## src/design/boxd_pkg.sv

```systemverilog
// ============================================================================
// Box downscaler package
// Shared widths, register indexes, line store entry and control structs.
// ============================================================================
`default_nettype none

package boxd_pkg;

  // Fixed field widths.
  localparam int unsigned CFG_W     = 13;
  localparam int unsigned FIELD_W   = 16;
  localparam int unsigned SUM_C_W   = 56;
  localparam int unsigned SUM_A_W   = 40;
  localparam int unsigned CNT_W     = 25;
  localparam int unsigned PADDR_W   = 4;
  localparam int unsigned PDATA_W   = 32;

  localparam logic [CFG_W-1:0] CFG_RESET = 13'd4096;

  // Register indexes on the configuration port (byte address 4*index).
  typedef enum logic [1:0] {
    REG_REGION_WIDTH  = 2'd0,
    REG_REGION_HEIGHT = 2'd1,
    REG_TARGET_WIDTH  = 2'd2,
    REG_TARGET_HEIGHT = 2'd3
  } cfg_idx_e;

  // One line store entry: the running sums of one box column.
  typedef struct packed {
    logic [SUM_C_W-1:0] sum_r;
    logic [SUM_C_W-1:0] sum_g;
    logic [SUM_C_W-1:0] sum_b;
    logic [SUM_A_W-1:0] sum_a;
    logic [CNT_W-1:0]   cnt;
  } line_entry_t;

  // Commands from the controller to the datapath.
  typedef struct packed {
    logic edge_start;
    logic restart;
    logic accept;
    logic mul;
    logic acc;
    logic div_start;
    logic out_load;
  } ctrl_cmd_t;

  // Status from the datapath to the controller.
  typedef struct packed {
    logic edge_busy;
    logic div_busy;
    logic closing;
    logic out_free;
  } dp_sts_t;

endpackage

`default_nettype wire

```

## src/design/boxd_ctrl.sv

```systemverilog
// ============================================================================
// Box downscaler controller
// Sequences setup, pixel accumulation, division and result hand-off.
// ============================================================================
`default_nettype none

module boxd_ctrl (
  input  wire logic                 clk_i,
  input  wire logic                 rst_ni,
  input  wire logic                 cfg_wr_i,
  input  wire logic                 in_valid_i,
  output logic                      in_ready_o,
  input  wire boxd_pkg::dp_sts_t    sts_i,
  output boxd_pkg::ctrl_cmd_t       cmd_o
);

  typedef enum logic [7:0] {
    ST_SETUP  = 8'b0000_0001,
    ST_SWAIT  = 8'b0000_0010,
    ST_IDLE   = 8'b0000_0100,
    ST_MUL    = 8'b0000_1000,
    ST_ACC    = 8'b0001_0000,
    ST_DSTART = 8'b0010_0000,
    ST_DWAIT  = 8'b0100_0000,
    ST_OUT    = 8'b1000_0000
  } state_e;

  state_e state_q, state_d;

  always_comb begin
    state_d = state_q;
    cmd_o   = '0;
    unique case (state_q)
      ST_SETUP: begin
        cmd_o.edge_start = 1'b1;
        state_d = ST_SWAIT;
      end
      ST_SWAIT: begin
        if (!sts_i.edge_busy) begin
          cmd_o.restart = 1'b1;
          state_d = ST_IDLE;
        end
      end
      ST_IDLE: begin
        if (in_valid_i) begin
          cmd_o.accept = 1'b1;
          state_d = ST_MUL;
        end
      end
      ST_MUL: begin
        cmd_o.mul = 1'b1;
        state_d = ST_ACC;
      end
      ST_ACC: begin
        cmd_o.acc = 1'b1;
        state_d = sts_i.closing ? ST_DSTART : ST_IDLE;
      end
      ST_DSTART: begin
        cmd_o.div_start = 1'b1;
        state_d = ST_DWAIT;
      end
      ST_DWAIT: begin
        if (!sts_i.div_busy) begin
          state_d = ST_OUT;
        end
      end
      ST_OUT: begin
        if (sts_i.out_free) begin
          cmd_o.out_load = 1'b1;
          state_d = ST_IDLE;
        end
      end
      default: begin
        state_d = ST_SETUP;
      end
    endcase
    // A register write restarts the frame and recomputes the box steps.
    if (cfg_wr_i) begin
      state_d = ST_SETUP;
    end
  end

  always_ff @(posedge clk_i or negedge rst_ni) begin
    if (!rst_ni) begin
      state_q <= ST_SETUP;
    end else begin
      state_q <= state_d;
    end
  end

  assign in_ready_o = (state_q == ST_IDLE);

endmodule

`default_nettype wire

```

## config.mk

```make
export PLATFORM = sky130hd
export DESIGN_NAME = boxd_ctrl
export DESIGN_NICKNAME = d
export VERILOG_FILES = /design/src/design/boxd_pkg.sv /design/src/design/boxd_ctrl.sv
export SDC_FILE = /design/constraint.sdc
export NUM_CORES = 1
export LEC_CHECK = 0
export BUFFER_PORTS_ARGS = -buffer_cell sky130_fd_sc_hd__buf_2
export CAP_MARGIN = 20
export CORE_AREA = 2 2 39 41
export DETAILED_ROUTE_END_ITERATION = 8
export DIE_AREA = 0 0 41 43
export PLACE_DENSITY = 0.66
export RECOVER_POWER = 100
export SLEW_MARGIN = 15
export SYNTH_ARGS = -nofsm -noshare
export SYNTH_HDL_FRONTEND = slang
export SYNTH_SLANG_ARGS = --single-unit
```

## constraint.sdc

```tcl
create_clock -name clk_i -period 4 [get_ports clk_i]
set_input_delay 0.8 -clock clk_i [delete_from_list [all_inputs] [get_ports clk_i]]
set_output_delay 0.8 -clock clk_i [all_outputs]
set_load 0.01 [all_outputs]
```

---- Yosys cells after proc, flatten, opt, wreduce, memory -nomap -nowiden ----
Cells that the tools add are included.
storage, ports and cells
  register bits after elaboration ......... 8
  latch bits .............................. 0
  bits in writable memories ............... 0
  ROM bits ................................ 0
  input port bits ......................... 8
  output and inout port bits .............. 8
  word-level logic and storage cells ...... 31
  memories kept ........................... 0
operators by class
  add/subtract/negate cells ............... 0
  $mul .................................... 0
  divide/modulo/power cells ............... 0
  $lt $le $gt $ge ......................... 0
  eq/ne operators ......................... 12
  shift operators ......................... 0
  muxes and demuxes ....................... 17
  bitwise operators ....................... 0
  reduce and logical (&&, ||, !) cells .... 1
operator list
  kind                  count
  $pmux W8 S8           1
  $mux W8               5
  $ne A3 B3 Y1 const B  4
  $mux W1               10
  $eq A8 B1 Y1 const B  1
  $eq A8 B2 Y1 const B  1
  $eq A8 B3 Y1 const B  1
  $eq A8 B4 Y1 const B  1
  $eq A8 B5 Y1 const B  1
  $eq A8 B6 Y1 const B  1
  $eq A8 B7 Y1 const B  1
  $eq A8 B8 Y1 const B  1
  $mux W6               1
  $reduce_and A4 Y1     1

---- Logic depth before layout (Yosys ltp) ----
Gate-level depths: netlist of the first run.
  depth in word-level cells ............... 3
  gate-level depth with buffers ........... 5
  mapped depth without buffers ............ 5

---- Least setup slack after synthesis of the first run ----
Ideal clock, no wire load.
  kind .................................... flip-flop to output port
  from .................................... reg state_q[1]
  to ...................................... out cmd_o[4] (netlist name)
  arrival time ............................ 1.259 ns
  path slack .............................. 1.941 ns
  stages on the path, launching flop included .. 5
  buffers on the path ..................... 0
  path through ............................ dfrtp_1 > nor4_4 > nand4b_1 > inv_1 > and2_1
RTL lines
  item                    RTL line         source
  from (decl)             boxd_ctrl.sv:28  state_e state_q, state_d;
  from (signal assigned)  boxd_ctrl.sv:87  state_q <= state_d;
  to (decl)               boxd_ctrl.sv:14  output boxd_pkg::ctrl_cmd_t cmd_o

==> Implementation_results.wiki, run 1 <==
{| class="wikitable"
! Metric !! Value
|-
| Diodes inserted || 0
|-
| Capturing point of the worst reg2reg path || state_q[2]
|-
| WL/cell || 12.8 microns
|-
| Post-DRT Antenna Nets || 0
|-
| Die W || 41 microns
|-
| Category of the most critical setup path || register to output pin
|-
| Yosys reg bits || 8
|-
| Combined area of the multi-input logic cells || 248 sq um
|-
| PortBufs || 15
|-
| Register-to-Register Setup Slack || 2.04 ns
|-
| Max FFs per register || 8
|-
| Time the worst path needs with I/O delays and setup || 2.78 ns
|-
| Gate Count Post-Synth || 51
|-
| Net switching power of the design || 0.0000562 W
|-
| Hold Crit Class || input pin to async pin
|-
| Fraction of registers with async set/reset || 1.00
|-
| H-tree Lvls || 1
|-
| Part of the power in combinational logic || 0.196
|-
| Status || completed
|-
| Sequential standard cell area || 201 sq um
|-
| Setup fix buffers added after clock tree synthesis || 0
|-
| RSZ-0062 raised after global routing || no
|-
| Total number of vias || 448
|-
| Leading post-synthesis cells by cell area || sky130_fd_sc_hd__dfrtp_1 35%, sky130_fd_sc_hd__nor4_4 8.4%, sky130_fd_sc_hd__nor2_1 7.4%
|-
| Worst Skew || 0.00258 ns
|-
| Buffer cell driving the clock tree root || sky130_fd_sc_hd__clkbuf_4
|-
| Register with the most flip-flops || state_q
|-
| Main synth FF type || sky130_fd_sc_hd__dfrtp_1
|-
| Number of maximum-capacitance constraint violations || 0
|-
| Worst EP arrival || 1.98 ns
|-
| Cell Int Power || 0.000141 W
|-
| Pwr Total || 0.000198 W
|-
| EDFF count, synth || 0
|-
| Total leakage power || 0.306 nW
|-
| Max clock buf depth || 2
|-
| Number of warning messages in the yosys log || 0
|-
| Number of optimization iterations in the first detailed-route pass || 4
|-
| Yosys top cell by area || sky130_fd_sc_hd__dfrtp_1
|-
| Regs by FF count || state_q x8
|-
| Die footprint || 1760 sq um
|-
| Number of placement rows || 14
|-
| # IOs || 16
|-
| Number of fill cells || 140
|-
| Initial standard-cell utilization of the core || 0.365
|-
| Total number of nets in the final design || 78
|-
| Area share of the leading cell type in the synthesized netlist || 0.347
|-
| Vias/cell || 5.27
|-
| Switching share of power || 0.284
|-
| Global-route usage over all layers || 0.153
|-
| Number of design-rule violations left by the first detailed-router iteration || 11
|-
| Clock buffer count from CTS || 3
|-
| Fraction of final layout cells sized beyond drive strength 1 || 0.188
|-
| Count of hold-fix buffers inserted at cts || 0
|-
| Sequential-to-total area share from yosys stat || 0.399
|-
| P per Cell Area || 341 nW/um^2
|-
| Mapped Area || 505 sq um
|-
| Length in cells of the worst reg-to-reg path || 5
|-
| Clock group share of total power || 0.348
|-
| Worst endpoint required time || 3.20 ns
|-
| Setup violations, final || 0
|-
| Remaining global-route overflow || 0
|-
| Placer congestion estimate || 0.731
|-
| DRC violation count after routing || 0
|-
| Detailed Place HPWL || 866 microns
|-
| Final core area utilization || 0.419
|-
| Total count of max-transition violations in the final report || 0
|-
| Accumulated negative setup slack || 0 ns
|-
| Reg clk slew, reported paths || 0.06 ns
|-
| Share of the cycle needed by the critical path after routing || 0.694
|-
| Insertion delay of the later-clocked pin in the worst-skew pair || 0.26 ns
|-
| Beginning of the worst register-to-register path || state_q[7]
|-
| Resized cells post-CTS || 0
|-
| Maximum clock rate || 360 MHz
|-
| Average cell area after synthesis || 9.91 sq um
|-
| Top fanout value on the critical path || 5
|-
| Slew Limit Headroom || 0.510
|-
| Count of final hold-check violations || 0
|-
| Worst Tran Pin Value || 0.728 ns
|-
| Endpoint class of the critical path || output pin
|-
| Flop pwr share || 0.456
|-
| Launching element type of the critical path || register
|-
| Clock Sink Count || 8
|-
| Area inside the core boundary || 1380 sq um
|-
| Area grow syn2layout || 14.6%
|-
| Largest net degree at the start of global routing || 9
|-
| WL final || 1090 microns
|-
| Post-synthesis net count || 59
|-
| Wire length of the first global-routing pass || 1770 microns
|-
| Clock tree from TritonCTS || built
|-
| Die Y-Extent || 43 microns
|-
| Cell variety after synth || 24
|-
| Peak supply drop || 0.158 mV
|-
| Number of antenna violations at the first check in global routing || 0
|-
| Number of global-route vias before repair || 417
|}
## how the worst max path moves through the flow
stage | to | slack, ns | from
floorplan | cmd_o[4] | 1.94 | state_q[1]
global placement | cmd_o[4] | 1.88 | state_q[1]
detailed placement | cmd_o[4] | 1.85 | state_q[1]
CTS | cmd_o[4] | 1.56 | state_q[1]
global route | cmd_o[4] | 1.05 | state_q[1]
finish | cmd_o[4] | 1.22 | state_q[1]
## per-layer routing
metal	track usage	share of wire
met5	0	0
met4	0.100	0.029
met3	0.0471	0.053
met2	0.228	0.50
met1	0.181	0.41
## cell usage in the layout, fill, tap and decap left out
master,count
sky130_fd_sc_hd__and4b_1,4
sky130_fd_sc_hd__o211a_1,1
sky130_fd_sc_hd__clkbuf_4,3
sky130_fd_sc_hd__a21oi_1,3
sky130_fd_sc_hd__xor2_1,1
sky130_fd_sc_hd__nor3_2,1
sky130_fd_sc_hd__inv_1,5
sky130_fd_sc_hd__o32a_1,1
sky130_fd_sc_hd__a31o_1,1
sky130_fd_sc_hd__clkbuf_1,9
sky130_fd_sc_hd__and2_1,1
sky130_fd_sc_hd__dfrtp_1,7
sky130_fd_sc_hd__buf_2,7
sky130_fd_sc_hd__nand4b_2,1
sky130_fd_sc_hd__o221ai_1,1
sky130_fd_sc_hd__nor4_1,2
sky130_fd_sc_hd__nor3b_1,1
sky130_fd_sc_hd__nand4b_1,2
sky130_fd_sc_hd__nor2b_1,2
sky130_fd_sc_hd__nand4_1,1
sky130_fd_sc_hd__nor2_1,10
sky130_fd_sc_hd__nor3_1,1
sky130_fd_sc_hd__and3_1,1
sky130_fd_sc_hd__dfstp_2,1
sky130_fd_sc_hd__nand3_1,2
## metrics by stage
stage	instances	setup slack (ns)	hold WS [ns]	area, sq um
final	85	1.22	0.450	579
after global placement	81	1.88	0.656	596
after global routing	85	1.05	0.487	579
after CTS	85	1.56	0.375	622
after floorplan	51	1.94	0.504	505
after detailed placement	81	1.85	0.653	596
## synthesized netlist by cell type (2+ instances only)
cell type and n:
sky130_fd_sc_hd__inv_1 5, sky130_fd_sc_hd__nand4b_1 2, sky130_fd_sc_hd__dfrtp_1 7, sky130_fd_sc_hd__a21oi_1 3, sky130_fd_sc_hd__and4b_1 2, sky130_fd_sc_hd__nor2b_1 2, sky130_fd_sc_hd__and4b_2 2, sky130_fd_sc_hd__nand3_1 2
sky130_fd_sc_hd__nor2_1 10, sky130_fd_sc_hd__nor4_4 2
## area by class of cell
cell class | count | share of cell area
clock buffers | 4 | 0.0454
inverters | 5 | 0.0324
multi-input cells | 37 | 0.428
flip-flops and latches | 8 | 0.348
well taps | 16 | 0.0346
repair buffers | 15 | 0.112
## logic make-up (layout without fill, tap and decap cells)
family / Yosys count / in the layout / share of synthesized area
DFF: 8 / 8 / 0.399
AOI/OAI and AO/OA: 7 / 7 / 0.104
buffers and inverters: 6 / 24 / 0.0470
and+or+nand+nor: 29 / 29 / 0.433
xor gates and xnor gates: 1 / 1 / 0.0173
## power by group through the flow
stage | Combinational, W | Sequential [W] | Clock (W)
final | 0.0000387 | 0.0000902 | 0.0000688
after global routing | 0.0000433 | 0.0000906 | 0.0000766
after CTS | 0.0000424 | 0.0000922 | 0.0000710
after detailed placement | 0.0000421 | 0.0000936 | 0
after global placement | 0.0000424 | 0.0000933 | 0
after floorplan | 0.0000296 | 0.0000926 | 0
## worst max-delay path, stage by stage (launching register included)
cell                       delay, ns
sky130_fd_sc_hd__dfrtp_1        0.39
sky130_fd_sc_hd__nor4_1         0.66
sky130_fd_sc_hd__nand4b_1       0.27
sky130_fd_sc_hd__inv_1          0.12
sky130_fd_sc_hd__and2_1         0.12
sky130_fd_sc_hd__clkbuf_1       0.14
Note: power is estimated with default switching activity, not from simulation.
==> run 2: changes to the inputs <==
- ABC_AREA: not set -> 1
- PLACE_DENSITY: 0.66 -> 0.74
- clock period: 4 -> 2.87 ns (I/O delays scaled with it)
==> Implementation_results.wiki, run 2 <==
{| class="wikitable"
! Metric !! Value
|-
| Area share of the leading cell type in the synthesized netlist || 0.292
|-
| Clock tree from TritonCTS || built
|-
| Area grow syn2layout || 16.1%
|-
| Vias/cell || 4.86
|-
| Reg clk slew, reported paths || 0.06 ns
|-
| Max clock buf depth || 2
|-
| WL final || 1400 microns
|-
| Setup violations, final || 0
|-
| Routed length on met1 || 572 microns
|-
| Routed met2 length || 683 microns
|-
| Top cell types by occurrence after synthesis || 32 x sky130_fd_sc_hd__nand2_1, 18 x sky130_fd_sc_hd__nor2_1, 15 x sky130_fd_sc_hd__inv_1, 7 x sky130_fd_sc_hd__dfrtp_1, 4 x sky130_fd_sc_hd__nand3_1
|-
| Worst Slack Setup Final || 0.623 ns
|-
| Worst Tran Pin Value || 0.436 ns
|-
| Post-route cell area || 696 sq um
|-
| Worst Skew || 0.00278 ns
|-
| RSZ-0062 raised after global routing || no
|-
| Category of the most critical setup path || register to output pin
|-
| Maximum clock rate || 445 MHz
|-
| Detailed Place HPWL || 1120 microns
|-
| Worst setup slack before clock tree synthesis || 1.12 ns
|-
| Post-synthesis net count || 104
|-
| Total number of vias || 637
|-
| Share of the cycle needed by the critical path after routing || 0.783
|-
| Global-route usage over all layers || 0.207
|-
| Total leakage power || 0.422 nW
|-
| Switching share of power || 0.335
|-
| Number of warning messages in the yosys log || 0
|-
| Length in cells of the worst reg-to-reg path || 9
|-
| Number of placement rows || 14
|-
| Placer congestion estimate || 0.892
|-
| Count of hold-fix buffers inserted at cts || 0
|-
| Post-DRT Antenna Nets || 0
|-
| Beginning of the worst register-to-register path || state_q[7]
|-
| Mapped Area || 599 sq um
|-
| Part of the power in combinational logic || 0.239
|-
| Diodes inserted || 0
|-
| Regs by FF count || state_q x8
|-
| Largest net degree at the start of global routing || 11
|-
| Top Metal Used || met4
|-
| Wire length of the first global-routing pass || 2450 microns
|-
| Launching element type of the critical path || register
|-
| # IOs || 16
|-
| Leading post-synthesis cells by cell area || sky130_fd_sc_hd__dfrtp_1 29%, sky130_fd_sc_hd__nand2_1 20%, sky130_fd_sc_hd__nor2_1 11%
|-
| EDFF count, synth || 0
|-
| DRC violation count after routing || 0
|-
| Max FFs per register || 8
|-
| Gate Count Post-Synth || 96
|-
| Top fanout value on the critical path || 5
|-
| Total count of max-transition violations in the final report || 0
|-
| Placed Instance Area || 694 sq um
|-
| Number of fill cells || 148
|-
| Sequential-to-total area share from yosys stat || 0.336
|-
| Combined area of the multi-input logic cells || 315 sq um
|-
| PortBufs || 15
|-
| Total number of nets in the final design || 124
|-
| Register with the most flip-flops || state_q
|-
| Die Y-Extent || 43 microns
|-
| Clock group share of total power || 0.336
|-
| Accumulated negative setup slack || 0 ns
|-
| Yosys reg bits || 8
|-
| Number of optimization iterations in the first detailed-route pass || 4
|-
| Sequential standard cell area || 201 sq um
|-
| Count of final hold-check violations || 0
|-
| Remaining global-route overflow || 0
|-
| Wire length on met3 || 98 microns
|-
| Die footprint || 1760 sq um
|-
| Cell Int Power || 0.000198 W
|-
| Status || completed
|-
| Flop pwr share || 0.426
|-
| Fraction of registers with async set/reset || 1.00
|-
| Final cell count without fillers || 131
|-
| Die W || 41 microns
|-
| Number of global-route vias before repair || 585
|-
| Placed Instances || 127
|-
| Endpoint class of the critical path || output pin
|-
| Setup fix buffers added after clock tree synthesis || 0
|-
| Average cell area after synthesis || 6.24 sq um
|-
| Pwr Total || 0.000298 W
|-
| Crit. Startpoint || state_q[7]
|-
| Number of maximum-capacitance constraint violations || 0
|-
| Yosys top cell by area || sky130_fd_sc_hd__dfrtp_1
|-
| Net switching power of the design || 0.0000996 W
|-
| Time the worst path needs with I/O delays and setup || 2.25 ns
|-
| Area inside the core boundary || 1380 sq um
|-
| Clock Sink Count || 8
|-
| Count leader, synth || sky130_fd_sc_hd__nand2_1
|-
| H-tree Lvls || 1
|-
| Insertion delay of the later-clocked pin in the worst-skew pair || 0.27 ns
|-
| WL/cell || 10.7 microns
|-
| Hold Crit Class || input pin to async pin
|-
| Main synth FF type || sky130_fd_sc_hd__dfrtp_1
|-
| Initial standard-cell utilization of the core || 0.433
|-
| P per Cell Area || 428 nW/um^2
|-
| Slew Limit Headroom || 0.710
|-
| Highest-count cells in the layout ignoring fill and taps || 34 x sky130_fd_sc_hd__nand2_1, 20 x sky130_fd_sc_hd__nor2_1, 16 x sky130_fd_sc_hd__inv_1
|-
| Buffer cell driving the clock tree root || sky130_fd_sc_hd__clkbuf_4
|-
| Cell variety after synth || 16
|-
| Most common library cell in the layout ignoring fill and taps || sky130_fd_sc_hd__nand2_1
|-
| Resized cells post-CTS || 0
|-
| Number of design-rule violations left by the first detailed-router iteration || 23
|-
| Register-to-Register Setup Slack || 1.30 ns
|-
| Worst EP arrival || 1.67 ns
|-
| Clock buffer count from CTS || 3
|-
| Peak supply drop || 0.215 mV
|-
| Fraction of final layout cells sized beyond drive strength 1 || 0.148
|-
| Number of antenna violations at the first check in global routing || 0
|-
| Worst endpoint required time || 2.30 ns
|}
==> run 2: cell type report <==
| cell class | count | area share |
|---|---|---|
| Multi-Input combinational cell | 70 | 0.453 |
| Tap cell | 16 | 0.0288 |
| Timing Repair Buffer | 15 | 0.0935 |
| Clock buffer | 4 | 0.0378 |
| Sequential cell | 8 | 0.290 |
| Inverter | 18 | 0.0971 |
==> run 2: critical path, cell delays in order (launching register included) <==
cell	delay, ns
sky130_fd_sc_hd__dfrtp_1	0.43
sky130_fd_sc_hd__nor2_1	0.17
sky130_fd_sc_hd__nand2_1	0.10
sky130_fd_sc_hd__nor2_1	0.33
sky130_fd_sc_hd__inv_1	0.12
sky130_fd_sc_hd__nor2_1	0.10
sky130_fd_sc_hd__clkbuf_1	0.15
==> run 2: power groups by stage <==
stage | Clock [W] | Combinational, W | Sequential (W)
floorplan | 0 | 0.0000525 | 0.000128
global placement | 0 | 0.0000730 | 0.000129
detailed placement | 0 | 0.0000749 | 0.000130
CTS | 0.0000960 | 0.0000752 | 0.000128
global route | 0.000106 | 0.0000803 | 0.000127
finish | 0.0000998 | 0.0000711 | 0.000127
==> run 2: per-stage QoR <==
stage	hold slack (ns)	utilization
2_1_floorplan	0.278	-
3_3_place_gp	0.426	0.502
3_5_place_dp	0.429	0.502
4_1_cts	0.158	0.521
5_1_grt	0.256	0.503
6_report	0.215	0.503
==> run 2: metal layers <==
| layer | vias up | track usage |
|---|---|---|
| met5 | - | 0 |
| met4 | 0 | 0.140 |
| met1 | 272 | 0.283 |
| met2 | 34 | 0.294 |
| met3 | 4 | 0.0209 |
| li1 | 327 | - |
==> run 2: cells by family after synthesis <==
group / after synthesis / synth area share
buf+inv: 18 / 0.113
compound gates: 2 / 0.0167
simple gates: 68 / 0.534
flops: 8 / 0.336
==> run 2: path summary, 6_finish.rpt <==
kind / endpoint
worst max-delay path: cmd_o[4]
worst min-delay path: state_q[3]
worst max register to register: state_q[7]
worst min register to register: state_q[1]
max in group asynchronous: state_q[0]
min in group clk_i: state_q[1]
==> run 3: changes to the inputs <==
- ABC_AREA: 1 -> 0
- PLACE_DENSITY: 0.74 -> 0.69
- clock period: 2.87 -> 2.04 ns (I/O delays scaled with it)
==> Implementation_results.wiki, run 3 (synthesis results as in run 1) <==
{| class="wikitable"
! Metric !! Value
|-
| Slew Limit Headroom || 0.712
|-
| Cell Chain, Critical Path || nor4_4, and4b_2, buf_2
|-
| Post-route cell area || 739 sq um
|-
| Fraction of final layout cells sized beyond drive strength 1 || 0.500
|-
| Placed Instances || 81
|-
| Number of global-route vias before repair || 472
|-
| Initial standard-cell utilization of the core || 0.365
|-
| Endpoint class of the critical path || output pin
|-
| Regs by FF count || state_q x8
|-
| Detailed Place HPWL || 911 microns
|-
| RSZ-0062 raised after global routing || yes
|-
| Highest-count cells in the layout ignoring fill and taps || 14 x sky130_fd_sc_hd__buf_2, 12 x sky130_fd_sc_hd__buf_4, 10 x sky130_fd_sc_hd__nor2_1
|-
| Final cell count without fillers || 98
|-
| Time the worst path needs with I/O delays and setup || 1.93 ns
|-
| Area grow syn2layout || 46.3%
|-
| Number of design-rule violations left by the first detailed-router iteration || 10
|-
| Diodes inserted || 0
|-
| Accumulated negative setup slack || 0 ns
|-
| Placer congestion estimate || 0.837
|-
| Worst Skew || 0.00699 ns
|-
| DRC violation count after routing || 0
|-
| Area inside the core boundary || 1380 sq um
|-
| Remaining global-route overflow || 0
|-
| Clock Sink Count || 8
|-
| Total number of vias || 509
|-
| Category of the most critical setup path || register to output pin
|-
| Peak supply drop || 0.249 mV
|-
| Clock tree from TritonCTS || built
|-
| Number of antenna violations at the first check in global routing || 0
|-
| Share of the cycle needed by the critical path after routing || 0.946
|-
| Die W || 41 microns
|-
| Pwr Total || 0.000425 W
|-
| Placed Instance Area || 596 sq um
|-
| P per Cell Area || 574 nW/um^2
|-
| Top fanout value on the critical path || 5
|-
| Total leakage power || 0.423 nW
|-
| Launching element type of the critical path || register
|-
| Die footprint || 1760 sq um
|-
| Post-DRT Antenna Nets || 0
|-
| Worst EP arrival || 1.52 ns
|-
| Critical Path Slowest Stage Cell || sky130_fd_sc_hd__dfrtp_2
|-
| WL final || 1310 microns
|-
| Total count of max-transition violations in the final report || 0
|-
| Status || completed
|-
| Insertion delay of the later-clocked pin in the worst-skew pair || 0.25 ns
|-
| Number of maximum-capacitance constraint violations || 0
|-
| Max clock buf depth || 2
|-
| Number of placement rows || 14
|-
| PortBufs || 15
|-
| Number of optimization iterations in the first detailed-route pass || 4
|-
| Largest stage delay on the critical path || 0.42 ns
|-
| Worst Tran Pin Value || 0.432 ns
|-
| # IOs || 16
|-
| Reg clk slew, reported paths || 0.06 ns
|-
| Global-route usage over all layers || 0.183
|-
| WL/cell || 13.4 microns
|-
| Most common library cell in the layout ignoring fill and taps || sky130_fd_sc_hd__buf_2
|-
| Hold Crit Class || input pin to register
|-
| Total number of nets in the final design || 91
|-
| Count of final hold-check violations || 0
|-
| H-tree Lvls || 1
|-
| Setup violations, final || 0
|-
| Maximum clock rate || 518 MHz
|-
| Die Y-Extent || 43 microns
|-
| Vias/cell || 5.19
|-
| Largest net degree at the start of global routing || 9
|-
| Buffer cell driving the clock tree root || sky130_fd_sc_hd__clkbuf_4
|-
| Wire length of the first global-routing pass || 2130 microns
|-
| Max FFs per register || 8
|-
| Worst endpoint required time || 1.63 ns
|-
| Clock buffer count from CTS || 3
|-
| Register with the most flip-flops || state_q
|}
## run 3: cell count changes in the layout (fill, tap and decap cells not counted), sizes merged, moves of 4 or more
| cell | change |
|---|---|
| nor2 | -12 |
| clkbuf | -7 |
| nand2 | -35 |
| and4b | +4 |
| buf | +19 |
| inv | -12 |
## run 3: worst paths after layout
| check | from | endpoint | slack [ns] | cells after the start |
|---|---|---|---|---|
| worst max-delay path | state_q[2] | cmd_o[6] | 0.11 | 3 |
| worst min-delay path | sts_i[2] | state_q[6] | 0.41 | 3 |
| worst max register to register | state_q[2] | state_q[2] | 0.19 | 7 |
| worst min register to register | state_q[2] | state_q[1] | 0.70 | 3 |
| max in group asynchronous | rst_ni | state_q[0] | 1.10 | 2 |
| min in group asynchronous | rst_ni | state_q[5] | 0.60 | 2 |
## run 3: layout make-up
cell class	instances	area, sq um
clock buffer	4	26.3
fill	143	644
inverter	5	18.8
multi-input combinational	37	295
sequential	8	205
tap	16	20.0
timing repair buffer	28	174
## run 3: where the power goes
part	switching, W	internal, W
sequential	0.0000111	0.000170
combinational	0.0000539	0.0000600
clock	0.0000546	0.0000749
## run 3: routing by layer
layer  vias up  track usage  share of wire
li1        250            -              -
met1       238        0.259           0.43
met2        17        0.256           0.50
met3         4       0.0314          0.042
met4         0        0.100          0.024
met5         -            0              0
## run 3: timing repair
| action | in CTS | in global routing |
|---|---|---|
| buffers inserted | 2 | 10 |
| hold buffers | 1 | 0 |
| resized for setup | 0 | 6 |
| cloned | 0 | 0 |
| hold endpoints to repair | 7 | 0 |
| pin swaps | 2 | 6 |
| setup endpoints to repair | 1 | 5 |
## run 3: worst max-delay path, delay by kind of cell (launching register included)
family,cells,cell delay [ns]
buffers and inverters,1,0.14
DFF,1,0.42
and+or+nand+nor,2,0.70
## run 3: through the flow
step            util  hold WS [ns]  setup slack [ns]
4_1_cts        0.467         0.415            0.0348
3_5_place_dp   0.430         0.262             0.247
6_report       0.534         0.412             0.110
3_3_place_gp   0.430         0.263             0.298
5_1_grt        0.534         0.419          -0.00601
2_1_floorplan      -         0.112             0.373
